## config.mk

```make
export PLATFORM = sky130hd
export DESIGN_NAME = servo_position_to_pulse
export DESIGN_NICKNAME = d
export VERILOG_FILES = /design/src/rtl/sptp_pkg.sv /design/src/rtl/sptp_ctrl.sv /design/src/rtl/sptp_datapath.sv /design/src/rtl/servo_position_to_pulse.sv
export SDC_FILE = /design/constraint.sdc
export NUM_CORES = 2
export LEC_CHECK = 0
export ABC_CLOCK_PERIOD_IN_PS = 24800
export BUFFER_PORTS_ARGS = -buffer_cell sky130_fd_sc_hd__buf_2
export CAP_MARGIN = 20
export CORE_MARGIN = 1
export CORE_UTILIZATION = 35
export CTS_BUF_LIST = sky130_fd_sc_hd__clkbuf_16
export DETAILED_ROUTE_END_ITERATION = 10
export GPL_ROUTABILITY_DRIVEN = 0
export PLACE_DENSITY = 0.53
export RECOVER_POWER = 25
export SLEW_MARGIN = 20
export SYNTH_ARGS = -nofsm -noshare
export SYNTH_HDL_FRONTEND = slang
export SYNTH_SLANG_ARGS = --single-unit
```

## constraint.sdc

```tcl
create_clock -name clk -period 24.8 [get_ports clk]
set_input_delay 1.24 -clock clk [delete_from_list [all_inputs] [get_ports clk]]
set_output_delay 1.24 -clock clk [all_outputs]
set_load 0.01 [all_outputs]
```

## src/rtl/sptp_pkg.sv

```systemverilog
// ---------------------------------------------------------------------------
// sptp_pkg
// Shared widths, register indexes, option bits, controller states and the
// command and status words between controller and datapath.
// ---------------------------------------------------------------------------
package sptp_pkg;

  // Field widths
  localparam int POS_BITS       = 21;
  localparam int TRIM_BITS      = 11;
  localparam int OPT_BITS       = 5;
  localparam int OUT_BITS       = 16;
  localparam int END_BITS       = 16;
  localparam int CFG_INDEX_BITS = 3;
  localparam int CFG_DATA_BITS  = 21;

  // Datapath widths: scaled end pulse, span, products, dividend, divisor
  localparam int SCALE_BITS = 27;
  localparam int SPAN_BITS  = 21;
  localparam int PROD_BITS  = SCALE_BITS + SPAN_BITS;
  localparam int NUM_BITS   = PROD_BITS + 1;
  localparam int DEN_BITS   = 31;
  localparam int QUOT_BITS  = 17;
  localparam int DSH_BITS   = DEN_BITS + QUOT_BITS - 1;
  localparam int DIV_COUNT_BITS = $clog2(QUOT_BITS);

  // Trims are in thousandths of full scale
  localparam int FULL_SCALE = 1000;
  localparam int TRIM_SPAN  = 2000;

  // Register reset values
  localparam int POS_LOW_RESET  = 0;
  localparam int POS_HIGH_RESET = 5000;
  localparam int HOMING_RESET   = 0;
  localparam int TRIM_RESET     = 1000;
  localparam int OPT_RESET      = 4;

  // Option bit positions
  localparam int OPT_INVERT        = 0;
  localparam int OPT_HOMING_TARGET = 1;
  localparam int OPT_MACHINE_POS   = 2;
  localparam int OPT_ALARM_OFF     = 3;
  localparam int OPT_STEPPER_OFF   = 4;

  typedef enum logic [CFG_INDEX_BITS-1:0] {
    REG_POSITION_LOW  = 3'd0,
    REG_POSITION_HIGH = 3'd1,
    REG_HOMING_TARGET = 3'd2,
    REG_LOW_END_TRIM  = 3'd3,
    REG_HIGH_END_TRIM = 3'd4,
    REG_OPTION_BITS   = 3'd5
  } cfg_reg_t;

  typedef enum logic [2:0] {
    ST_IDLE,
    ST_SCALE_A,
    ST_SCALE_B,
    ST_MUL_LO,
    ST_MUL_HI,
    ST_SUM,
    ST_DIV,
    ST_DONE
  } state_t;

  typedef struct packed {
    logic capture;
    logic scale_a;
    logic scale_b;
    logic mul_lo;
    logic mul_hi;
    logic sum;
    logic div_step;
    logic emit;
  } cmd_t;

  typedef struct packed {
    logic forced_off;
    logic out_free;
  } status_t;

endpackage

```

## src/rtl/sptp_ctrl.sv

```systemverilog
// ---------------------------------------------------------------------------
// sptp_ctrl
// Sequencer: walks one word through scaling, two products, the sum and the
// divider (forced-off words skip to the end), then feeds the output register.
// ---------------------------------------------------------------------------
module sptp_ctrl (
  input  logic              clk,
  input  logic              rst,
  input  logic              in_valid,
  output logic              in_stall,
  input  sptp_pkg::status_t status,
  output sptp_pkg::cmd_t    cmd
);
  import sptp_pkg::*;

  localparam logic [DIV_COUNT_BITS-1:0] DIV_LAST = DIV_COUNT_BITS'(QUOT_BITS - 1);

  state_t                    state;
  state_t                    state_next;
  logic [DIV_COUNT_BITS-1:0] div_count;
  logic [DIV_COUNT_BITS-1:0] div_count_next;

  // Advance state and divider step count
  always_ff @(posedge clk) begin
    if (rst) begin
      state     <= ST_IDLE;
      div_count <= '0;
    end else begin
      state     <= state_next;
      div_count <= div_count_next;
    end
  end

  // Next state
  always_comb begin
    state_next     = state;
    div_count_next = div_count;
    case (state)
      ST_IDLE: begin
        if (in_valid) state_next = ST_SCALE_A;
      end
      ST_SCALE_A: begin
        state_next = status.forced_off ? ST_DONE : ST_SCALE_B;
      end
      ST_SCALE_B: state_next = ST_MUL_LO;
      ST_MUL_LO:  state_next = ST_MUL_HI;
      ST_MUL_HI:  state_next = ST_SUM;
      ST_SUM: begin
        state_next     = ST_DIV;
        div_count_next = DIV_LAST;
      end
      ST_DIV: begin
        if (div_count == '0) begin
          state_next = ST_DONE;
        end else begin
          div_count_next = div_count - 1'b1;
        end
      end
      ST_DONE: begin
        if (status.out_free) state_next = ST_IDLE;
      end
      default: state_next = ST_IDLE;
    endcase
  end

  // Commands to the datapath
  always_comb begin
    cmd      = '0;
    in_stall = 1'b1;
    case (state)
      ST_IDLE: begin
        in_stall    = 1'b0;
        cmd.capture = in_valid;
      end
      ST_SCALE_A: cmd.scale_a  = 1'b1;
      ST_SCALE_B: cmd.scale_b  = 1'b1;
      ST_MUL_LO:  cmd.mul_lo   = 1'b1;
      ST_MUL_HI:  cmd.mul_hi   = 1'b1;
      ST_SUM:     cmd.sum      = 1'b1;
      ST_DIV:     cmd.div_step = 1'b1;
      ST_DONE:    cmd.emit     = status.out_free;
      default:    cmd          = '0;
    endcase
  end

endmodule

```

## src/rtl/sptp_datapath.sv

```systemverilog
// ---------------------------------------------------------------------------
// sptp_datapath
// Configuration registers, position select and clamp, one shared multiplier,
// a restoring divider and the output register.
// ---------------------------------------------------------------------------
module sptp_datapath #(
  parameter int unsigned PULSE_BITS     = 16,
  parameter int unsigned LOW_END_PULSE  = 3277,
  parameter int unsigned HIGH_END_PULSE = 6554,
  parameter int unsigned TRIM_FLOOR     = 200,
  parameter int unsigned TRIM_CEILING   = 1800
) (
  input  logic                                  clk,
  input  logic                                  rst,
  input  sptp_pkg::cmd_t                        cmd,
  output sptp_pkg::status_t                     status,
  input  logic                                  cfg_valid,
  output logic                                  cfg_ready,
  input  logic [sptp_pkg::CFG_INDEX_BITS-1:0]   cfg_index,
  input  logic [sptp_pkg::CFG_DATA_BITS-1:0]    cfg_data,
  input  logic signed [sptp_pkg::POS_BITS-1:0]  machine_position,
  input  logic signed [sptp_pkg::POS_BITS-1:0]  work_offset,
  input  logic                                  alarm_active,
  input  logic                                  homing_active,
  input  logic                                  steppers_off,
  output logic                                  out_valid,
  input  logic                                  out_stall,
  output logic [sptp_pkg::OUT_BITS-1:0]         pulse_length,
  output logic                                  write_strobe,
  output logic                                  trim_fault
);
  import sptp_pkg::*;

  localparam int unsigned PULSE_MAX =
    (PULSE_BITS >= OUT_BITS) ? (1 << OUT_BITS) - 1 : (1 << PULSE_BITS) - 1;
  localparam int EXT_BITS = POS_BITS + 1;

  // Configuration registers
  logic signed [POS_BITS-1:0] position_low;
  logic signed [POS_BITS-1:0] position_high;
  logic signed [POS_BITS-1:0] homing_target;
  logic [TRIM_BITS-1:0]       low_end_trim;
  logic [TRIM_BITS-1:0]       high_end_trim;
  logic [OPT_BITS-1:0]        option_bits;

  // Per-word registers
  logic signed [EXT_BITS-1:0] pos;
  logic                       forced_off;
  logic                       fault;
  logic signed [EXT_BITS-1:0] x_clamp;
  logic                       range_ok;
  logic [DEN_BITS-1:0]        den;
  logic [SCALE_BITS-1:0]      a_scaled;
  logic [SCALE_BITS-1:0]      b_scaled;
  logic [SPAN_BITS-1:0]       span_hi;
  logic [SPAN_BITS-1:0]       span_lo;
  logic [PROD_BITS-1:0]       acc_lo;
  logic [PROD_BITS-1:0]       acc_hi;
  logic [NUM_BITS-1:0]        rem;
  logic [DSH_BITS-1:0]        dsh;
  logic [QUOT_BITS-1:0]       quot;
  logic [OUT_BITS-1:0]        last_pulse;

  // Combinational helpers
  logic signed [EXT_BITS-1:0] pos_sel;
  logic                       forced_sel;
  logic                       trims_ok;
  logic                       inv;
  logic [TRIM_BITS-1:0]       factor_a;
  logic [TRIM_BITS-1:0]       factor_b;
  logic [END_BITS-1:0]        end_lo;
  logic [END_BITS-1:0]        end_hi;
  logic signed [EXT_BITS-1:0] low_ext;
  logic signed [EXT_BITS-1:0] high_ext;
  logic signed [EXT_BITS-1:0] d;
  logic                       range_pos;
  logic signed [EXT_BITS-1:0] x_sel;
  logic [DEN_BITS-1:0]        den_sel;
  logic [SCALE_BITS-1:0]      mul_x;
  logic [SPAN_BITS-1:0]       mul_y;
  logic [PROD_BITS-1:0]       prod;
  logic                       fits;
  logic [OUT_BITS-1:0]        pulse_sat;
  logic [OUT_BITS-1:0]        pulse_fin;

  assign cfg_ready = 1'b1;

  // Register writes; unknown indexes drop the word
  always_ff @(posedge clk) begin
    if (rst) begin
      position_low  <= POS_BITS'(POS_LOW_RESET);
      position_high <= POS_BITS'(POS_HIGH_RESET);
      homing_target <= POS_BITS'(HOMING_RESET);
      low_end_trim  <= TRIM_BITS'(TRIM_RESET);
      high_end_trim <= TRIM_BITS'(TRIM_RESET);
      option_bits   <= OPT_BITS'(OPT_RESET);
    end else if (cfg_valid && cfg_ready) begin
      case (cfg_index)
        REG_POSITION_LOW:  position_low  <= cfg_data[POS_BITS-1:0];
        REG_POSITION_HIGH: position_high <= cfg_data[POS_BITS-1:0];
        REG_HOMING_TARGET: homing_target <= cfg_data[POS_BITS-1:0];
        REG_LOW_END_TRIM:  low_end_trim  <= cfg_data[TRIM_BITS-1:0];
        REG_HIGH_END_TRIM: high_end_trim <= cfg_data[TRIM_BITS-1:0];
        REG_OPTION_BITS:   option_bits   <= cfg_data[OPT_BITS-1:0];
        default: ;
      endcase
    end
  end

  // Pick the commanded position and the disable condition
  always_comb begin
    if (option_bits[OPT_HOMING_TARGET] && homing_active) begin
      pos_sel = EXT_BITS'(homing_target);
    end else if (option_bits[OPT_MACHINE_POS]) begin
      pos_sel = EXT_BITS'(machine_position);
    end else begin
      pos_sel = EXT_BITS'(machine_position) - EXT_BITS'(work_offset);
    end
    forced_sel = (option_bits[OPT_ALARM_OFF] && alarm_active) ||
                 (option_bits[OPT_STEPPER_OFF] && steppers_off);
  end

  // Trim factors in thousandths; out-of-limit trims fall back to full scale
  always_comb begin
    inv      = option_bits[OPT_INVERT];
    trims_ok = (low_end_trim >= TRIM_BITS'(TRIM_FLOOR)) &&
               (low_end_trim <= TRIM_BITS'(TRIM_CEILING)) &&
               (high_end_trim >= TRIM_BITS'(TRIM_FLOOR)) &&
               (high_end_trim <= TRIM_BITS'(TRIM_CEILING));
    if (!trims_ok) begin
      factor_a = TRIM_BITS'(FULL_SCALE);
      factor_b = TRIM_BITS'(FULL_SCALE);
    end else if (inv) begin
      factor_a = low_end_trim;
      factor_b = TRIM_BITS'(TRIM_SPAN) - high_end_trim;
    end else begin
      factor_a = TRIM_BITS'(TRIM_SPAN) - low_end_trim;
      factor_b = high_end_trim;
    end
    end_lo = inv ? END_BITS'(HIGH_END_PULSE) : END_BITS'(LOW_END_PULSE);
    end_hi = inv ? END_BITS'(LOW_END_PULSE) : END_BITS'(HIGH_END_PULSE);
  end

  // Range, clamp and divisor
  always_comb begin
    low_ext   = EXT_BITS'(position_low);
    high_ext  = EXT_BITS'(position_high);
    d         = high_ext - low_ext;
    range_pos = d > 0;
    if (pos < low_ext) begin
      x_sel = low_ext;
    end else if (pos > high_ext) begin
      x_sel = high_ext;
    end else begin
      x_sel = pos;
    end
    den_sel = range_pos ? DEN_BITS'(d[SPAN_BITS-1:0]) * DEN_BITS'(FULL_SCALE)
                        : DEN_BITS'(FULL_SCALE);
  end

  // Shared multiplier operands
  always_comb begin
    mul_x = a_scaled;
    mul_y = span_hi;
    if (cmd.scale_a) begin
      mul_x = SCALE_BITS'(end_lo);
      mul_y = SPAN_BITS'(factor_a);
    end else if (cmd.scale_b) begin
      mul_x = SCALE_BITS'(end_hi);
      mul_y = SPAN_BITS'(factor_b);
    end else if (cmd.mul_hi) begin
      mul_x = b_scaled;
      mul_y = span_lo;
    end
    prod = PROD_BITS'(mul_x) * PROD_BITS'(mul_y);
  end

  assign fits      = rem >= NUM_BITS'(dsh);
  assign pulse_sat = (quot > QUOT_BITS'(PULSE_MAX)) ? OUT_BITS'(PULSE_MAX)
                                                    : quot[OUT_BITS-1:0];
  assign pulse_fin = forced_off ? '0 : pulse_sat;

  // Capture the word, then scale, multiply, sum and divide
  always_ff @(posedge clk) begin
    if (cmd.capture) begin
      pos        <= pos_sel;
      forced_off <= forced_sel;
      fault      <= !trims_ok;
    end
    if (cmd.scale_a) begin
      a_scaled <= prod[SCALE_BITS-1:0];
      x_clamp  <= x_sel;
      range_ok <= range_pos;
      den      <= den_sel;
    end
    if (cmd.scale_b) begin
      b_scaled <= prod[SCALE_BITS-1:0];
      span_hi  <= SPAN_BITS'(high_ext - x_clamp);
      span_lo  <= SPAN_BITS'(x_clamp - low_ext);
    end
    if (cmd.mul_lo) acc_lo <= prod;
    if (cmd.mul_hi) acc_hi <= prod;
    if (cmd.sum) begin
      rem  <= range_ok ? NUM_BITS'(acc_lo) + NUM_BITS'(acc_hi) : NUM_BITS'(a_scaled);
      dsh  <= {den, (QUOT_BITS-1)'(0)};
      quot <= '0;
    end
    if (cmd.div_step) begin
      if (fits) rem <= rem - NUM_BITS'(dsh);
      quot <= {quot[QUOT_BITS-2:0], fits};
      dsh  <= dsh >> 1;
    end
  end

  // Output register and last pulse
  always_ff @(posedge clk) begin
    if (rst) begin
      out_valid  <= 1'b0;
      last_pulse <= '0;
    end else if (cmd.emit) begin
      out_valid  <= 1'b1;
      last_pulse <= pulse_fin;
    end else if (!out_stall) begin
      out_valid <= 1'b0;
    end
  end

  always_ff @(posedge clk) begin
    if (cmd.emit) begin
      pulse_length <= pulse_fin;
      write_strobe <= pulse_fin != last_pulse;
      trim_fault   <= fault && !forced_off;
    end
  end

  assign status.forced_off = forced_off;
  assign status.out_free   = !out_valid || !out_stall;

endmodule

```

## src/rtl/servo_position_to_pulse.sv

```systemverilog
// Servo position to pulse: one input word (position, offset, machine flags)
// gives one output word holding the servo duty count, a write strobe when the
// count changes and a trim fault flag. Input stalls while a word goes through
// scaling, two products, the sum and the 17-step restoring divider behind the
// shared multiplier; a word forced off by alarm or stepper disable goes from
// scaling to the output. The result waits in an output register, so the next
// word is accepted while it is stalled. Write configuration only while idle.
// ---------------------------------------------------------------------------
// servo_position_to_pulse
// Top level: joins the sequencer and the datapath.
// ---------------------------------------------------------------------------
module servo_position_to_pulse #(
  parameter int unsigned PULSE_BITS     = 16,
  parameter int unsigned LOW_END_PULSE  = 3277,
  parameter int unsigned HIGH_END_PULSE = 6554,
  parameter int unsigned TRIM_FLOOR     = 200,
  parameter int unsigned TRIM_CEILING   = 1800
) (
  input  logic                                  clk,
  input  logic                                  rst,
  input  logic                                  cfg_valid,
  output logic                                  cfg_ready,
  input  logic [sptp_pkg::CFG_INDEX_BITS-1:0]   cfg_index,
  input  logic [sptp_pkg::CFG_DATA_BITS-1:0]    cfg_data,
  input  logic                                  in_valid,
  output logic                                  in_stall,
  input  logic signed [sptp_pkg::POS_BITS-1:0]  machine_position,
  input  logic signed [sptp_pkg::POS_BITS-1:0]  work_offset,
  input  logic                                  alarm_active,
  input  logic                                  homing_active,
  input  logic                                  steppers_off,
  output logic                                  out_valid,
  input  logic                                  out_stall,
  output logic [sptp_pkg::OUT_BITS-1:0]         pulse_length,
  output logic                                  write_strobe,
  output logic                                  trim_fault
);
  import sptp_pkg::*;

  cmd_t    cmd;
  status_t status;

  // Sequencer
  sptp_ctrl u_ctrl (
    .clk      (clk),
    .rst      (rst),
    .in_valid (in_valid),
    .in_stall (in_stall),
    .status   (status),
    .cmd      (cmd)
  );

  // Datapath
  sptp_datapath #(
    .PULSE_BITS     (PULSE_BITS),
    .LOW_END_PULSE  (LOW_END_PULSE),
    .HIGH_END_PULSE (HIGH_END_PULSE),
    .TRIM_FLOOR     (TRIM_FLOOR),
    .TRIM_CEILING   (TRIM_CEILING)
  ) u_datapath (
    .clk              (clk),
    .rst              (rst),
    .cmd              (cmd),
    .status           (status),
    .cfg_valid        (cfg_valid),
    .cfg_ready        (cfg_ready),
    .cfg_index        (cfg_index),
    .cfg_data         (cfg_data),
    .machine_position (machine_position),
    .work_offset      (work_offset),
    .alarm_active     (alarm_active),
    .homing_active    (homing_active),
    .steppers_off     (steppers_off),
    .out_valid        (out_valid),
    .out_stall        (out_stall),
    .pulse_length     (pulse_length),
    .write_strobe     (write_strobe),
    .trim_fault       (trim_fault)
  );

endmodule

```

==> results.json <==
{
  "core.rowCount": 140,
  "arrival_ps": 11360,
  "async_flop_share_pct": 0,
  "drive_gt1_share_pct": 5.50,
  "drt_iter0_markers": 2555,
  "synthFlopType": "edfxtp_1",
  "die_w_um": 385,
  "cts_made_buffers": 60,
  "tns_ps": 0,
  "synth.most_common_cell": "inv_1",
  "wire_per_inst_um": 19.9,
  "vias_per_cell": 5.14,
  "fin_crit_sh_pct": 44.2,
  "cts.sinks": 512,
  "yosys_register_bits": 512,
  "yosys_warnings": 0,
  "period_minus_slack_ps": 10950,
  "routed_wl_um": 150000,
  "nets": 6675,
  "crit_required_ps": 25210,
  "syn_area_mm2": 0.0513,
  "postCtsHoldBufs": 0,
  "cts_resized": 0,
  "crit_slowest_cell": "buf_4",
  "syn-instance-count": 5582,
  "grt_max_degree": 81,
  "rsz0062_at_grt": "no",
  "synth_edf_count": 347,
  "synth_area_per_cell_um2": 9.20,
  "cts_buffer_depth": 3,
  "worst_pin_slew_ps": 3280,
  "hpwl_um": 119000,
  "synth_area_leaders": "fa_1 (22%), edfxtp_1 (20%), ha_1 (11%)",
  "n_fill_cell": 14716,
  "crit_fanout": 54,
  "area_growth_pct": 9.02,
  "cts_tree": "built",
  "syn-num-nets": 6669,
  "critPathTopFamily": "adder cells",
  "final-setup-viol-count": 0,
  "insertion_delay_ps": 670,
  "clk_pin_slew_ps": 60,
  "drt_first_pass_iters": 5,
  "coreArea_mm2": 0.146,
  "dieArea_mm2": 0.148,
  "max_slew_margin_pct": -119,
  "cts_root_buffer": "clkbuf_16",
  "drc": 0,
  "max_freq_ghz": 0.0913,
  "fp.dieH_um": 385,
  "yosysSeqAreaShare_pct": 26.7,
  "hp-class": "flop to flop",
  "criticalPathCategory": "flop to flop",
  "portBuffers": 93,
  "start_util_pct": 35.3,
  "critPathMaxStageDelay_ps": 700,
  "grtUsageTotal_pct": 20.4,
  "grt_pass1_wl_um": 232000,
  "status": "complete, but fails checks",
  "cp-start-kind": "flop",
  "end_kind": "flop",
  "grt_pass1_vias": 39147,
  "yosys-top-cells-count": "inv_1 (825), nand2_1 (609), nor2_1 (608), fa_1 (552), ha_1 (461)",
  "crit_buf_inv": 6,
  "violations": "max-capacitance violations, max-slew violations",
  "finalMaxSlewViolations": 193,
  "crit_top_cell": "fa_1",
  "overflow": 0,
  "synth_top_area_share_pct": 21.5,
  "clock_skew_ps": 37.4,
  "drtAntennaViolNets": 0,
  "cts-htree-levels": 2,
  "finalHoldViolCount": 0,
  "cts_setup_buffers": 0,
  "antenna_found_initial": 2,
  "yosysUniqueCellTypes": 89,
  "num_vias": 38844,
  "yosysTopAreaCell": "fa_1",
  "max-cap-violations": 4,
  "ioPinCount": 95
}
-- tightest hold or removal path: cells and delay by family (launching register included) --
| kind | cells | cell delay, ps |
|---|---|---|
| simple gates | 1 | 50 |
| compound gates | 1 | 50 |
| flops | 1 | 310 |
-- path summary, 6_finish.rpt --
path	startpoint	endpoint	slack, ps	cells past startpoint
max	u_ctrl.state[2]$_SDFFE_PP0P_	u_datapath.acc_lo[41]$_DFFE_PP_	13850	30
min	u_datapath.position_low[10]$_SDFFE_PP0P_	u_datapath.position_low[10]$_SDFFE_PP0P_	450	2
max reg2reg	u_ctrl.state[2]$_SDFFE_PP0P_	u_datapath.acc_lo[41]$_DFFE_PP_	13850	30
min reg2reg	u_datapath.position_low[10]$_SDFFE_PP0P_	u_datapath.position_low[10]$_SDFFE_PP0P_	450	2
-- per-layer routing --
layer	wire, um	up-vias	GRT usage, %
li1	-	18450	-
met1	63700	19251	26.2
met2	74000	942	35.4
met3	7620	201	2.63
met4	4910	0	6.37
met5	0	-	0
-- cells by family after synthesis --
| kind of cell | count (synthesis) | share of synthesized area, % |
|---|---|---|
| AOI/OAI and AO/OA | 998 | 12.4 |
| and+or+nand+nor | 1665 | 14.2 |
| DFF | 512 | 26.7 |
| adders and majority gates | 1013 | 32.8 |
| other | 1 | 0.00730 |
| buffers and inverters | 1040 | 7.65 |
| muxes | 98 | 1.93 |
| xor gates and xnor gates | 255 | 4.35 |
-- cell type report --
cell class              count  area [um^2]  share of cell area, %
diodes                      2         5.00                0.00894
clock buffers              61         1530                   2.73
clock inverters            53          502                  0.896
inverters                 829         3120                   5.57
multi-input cells        4030        33800                   60.3
flip-flops and latches    512        13700                   24.5
well taps                1917         2400                   4.29
repair buffers            155          932                   1.67
-- placed cells by master (no fill, tap or decap), drive strengths merged, types with 32 or more instances in the layout --
cell    Yosys  final
dfxtp     165    165
nand2     609    609
xor2       91     91
o21ai     189    189
xnor2     164    164
buf        26    148
nor2b      35     35
nand2b     90     90
a21o      136    136
mux2i      89     89
o21bai     32     32
a211oi     34     34
inv       828    841
nand4      38     38
nor3       67     67
a21oi     355    355
clkbuf    185     68
nor2      608    608
ha        461    461
fa        552    552
and3       45     45
nand3      64     64
o21a       43     43
edfxtp    347    347
a31oi      37     37
-- stage by stage --
step / instance area, um^2 / instances / setup WS [ps] / util (%) / hold slack (ps)
after floorplan: 51300 / 5582 / 14400 / - / 433
after global placement: 53900 / 7442 / 13950 / 37.1 / 442
after detailed placement: 53900 / 7442 / 13850 / 37.1 / 447
after CTS: 56000 / 7556 / 13800 / 38.5 / 455
after global routing: 56000 / 7559 / 13280 / 38.4 / 466
final: 56000 / 7559 / 13850 / 38.4 / 453
-- registers in the layout, summed over array words and instances, names as in the netlist, 22 cells and up --
register / flops
u_datapath.b_scaled: 27
u_datapath.pos: 22
u_datapath.acc_lo: 48
u_datapath.a_scaled: 27
u_datapath.dsh: 47
u_datapath.acc_hi: 48
u_datapath.rem: 49
u_datapath.den: 28
Power is not shown: default switching activity piles up to over one toggle a cycle in this logic, so the estimate is an artifact.
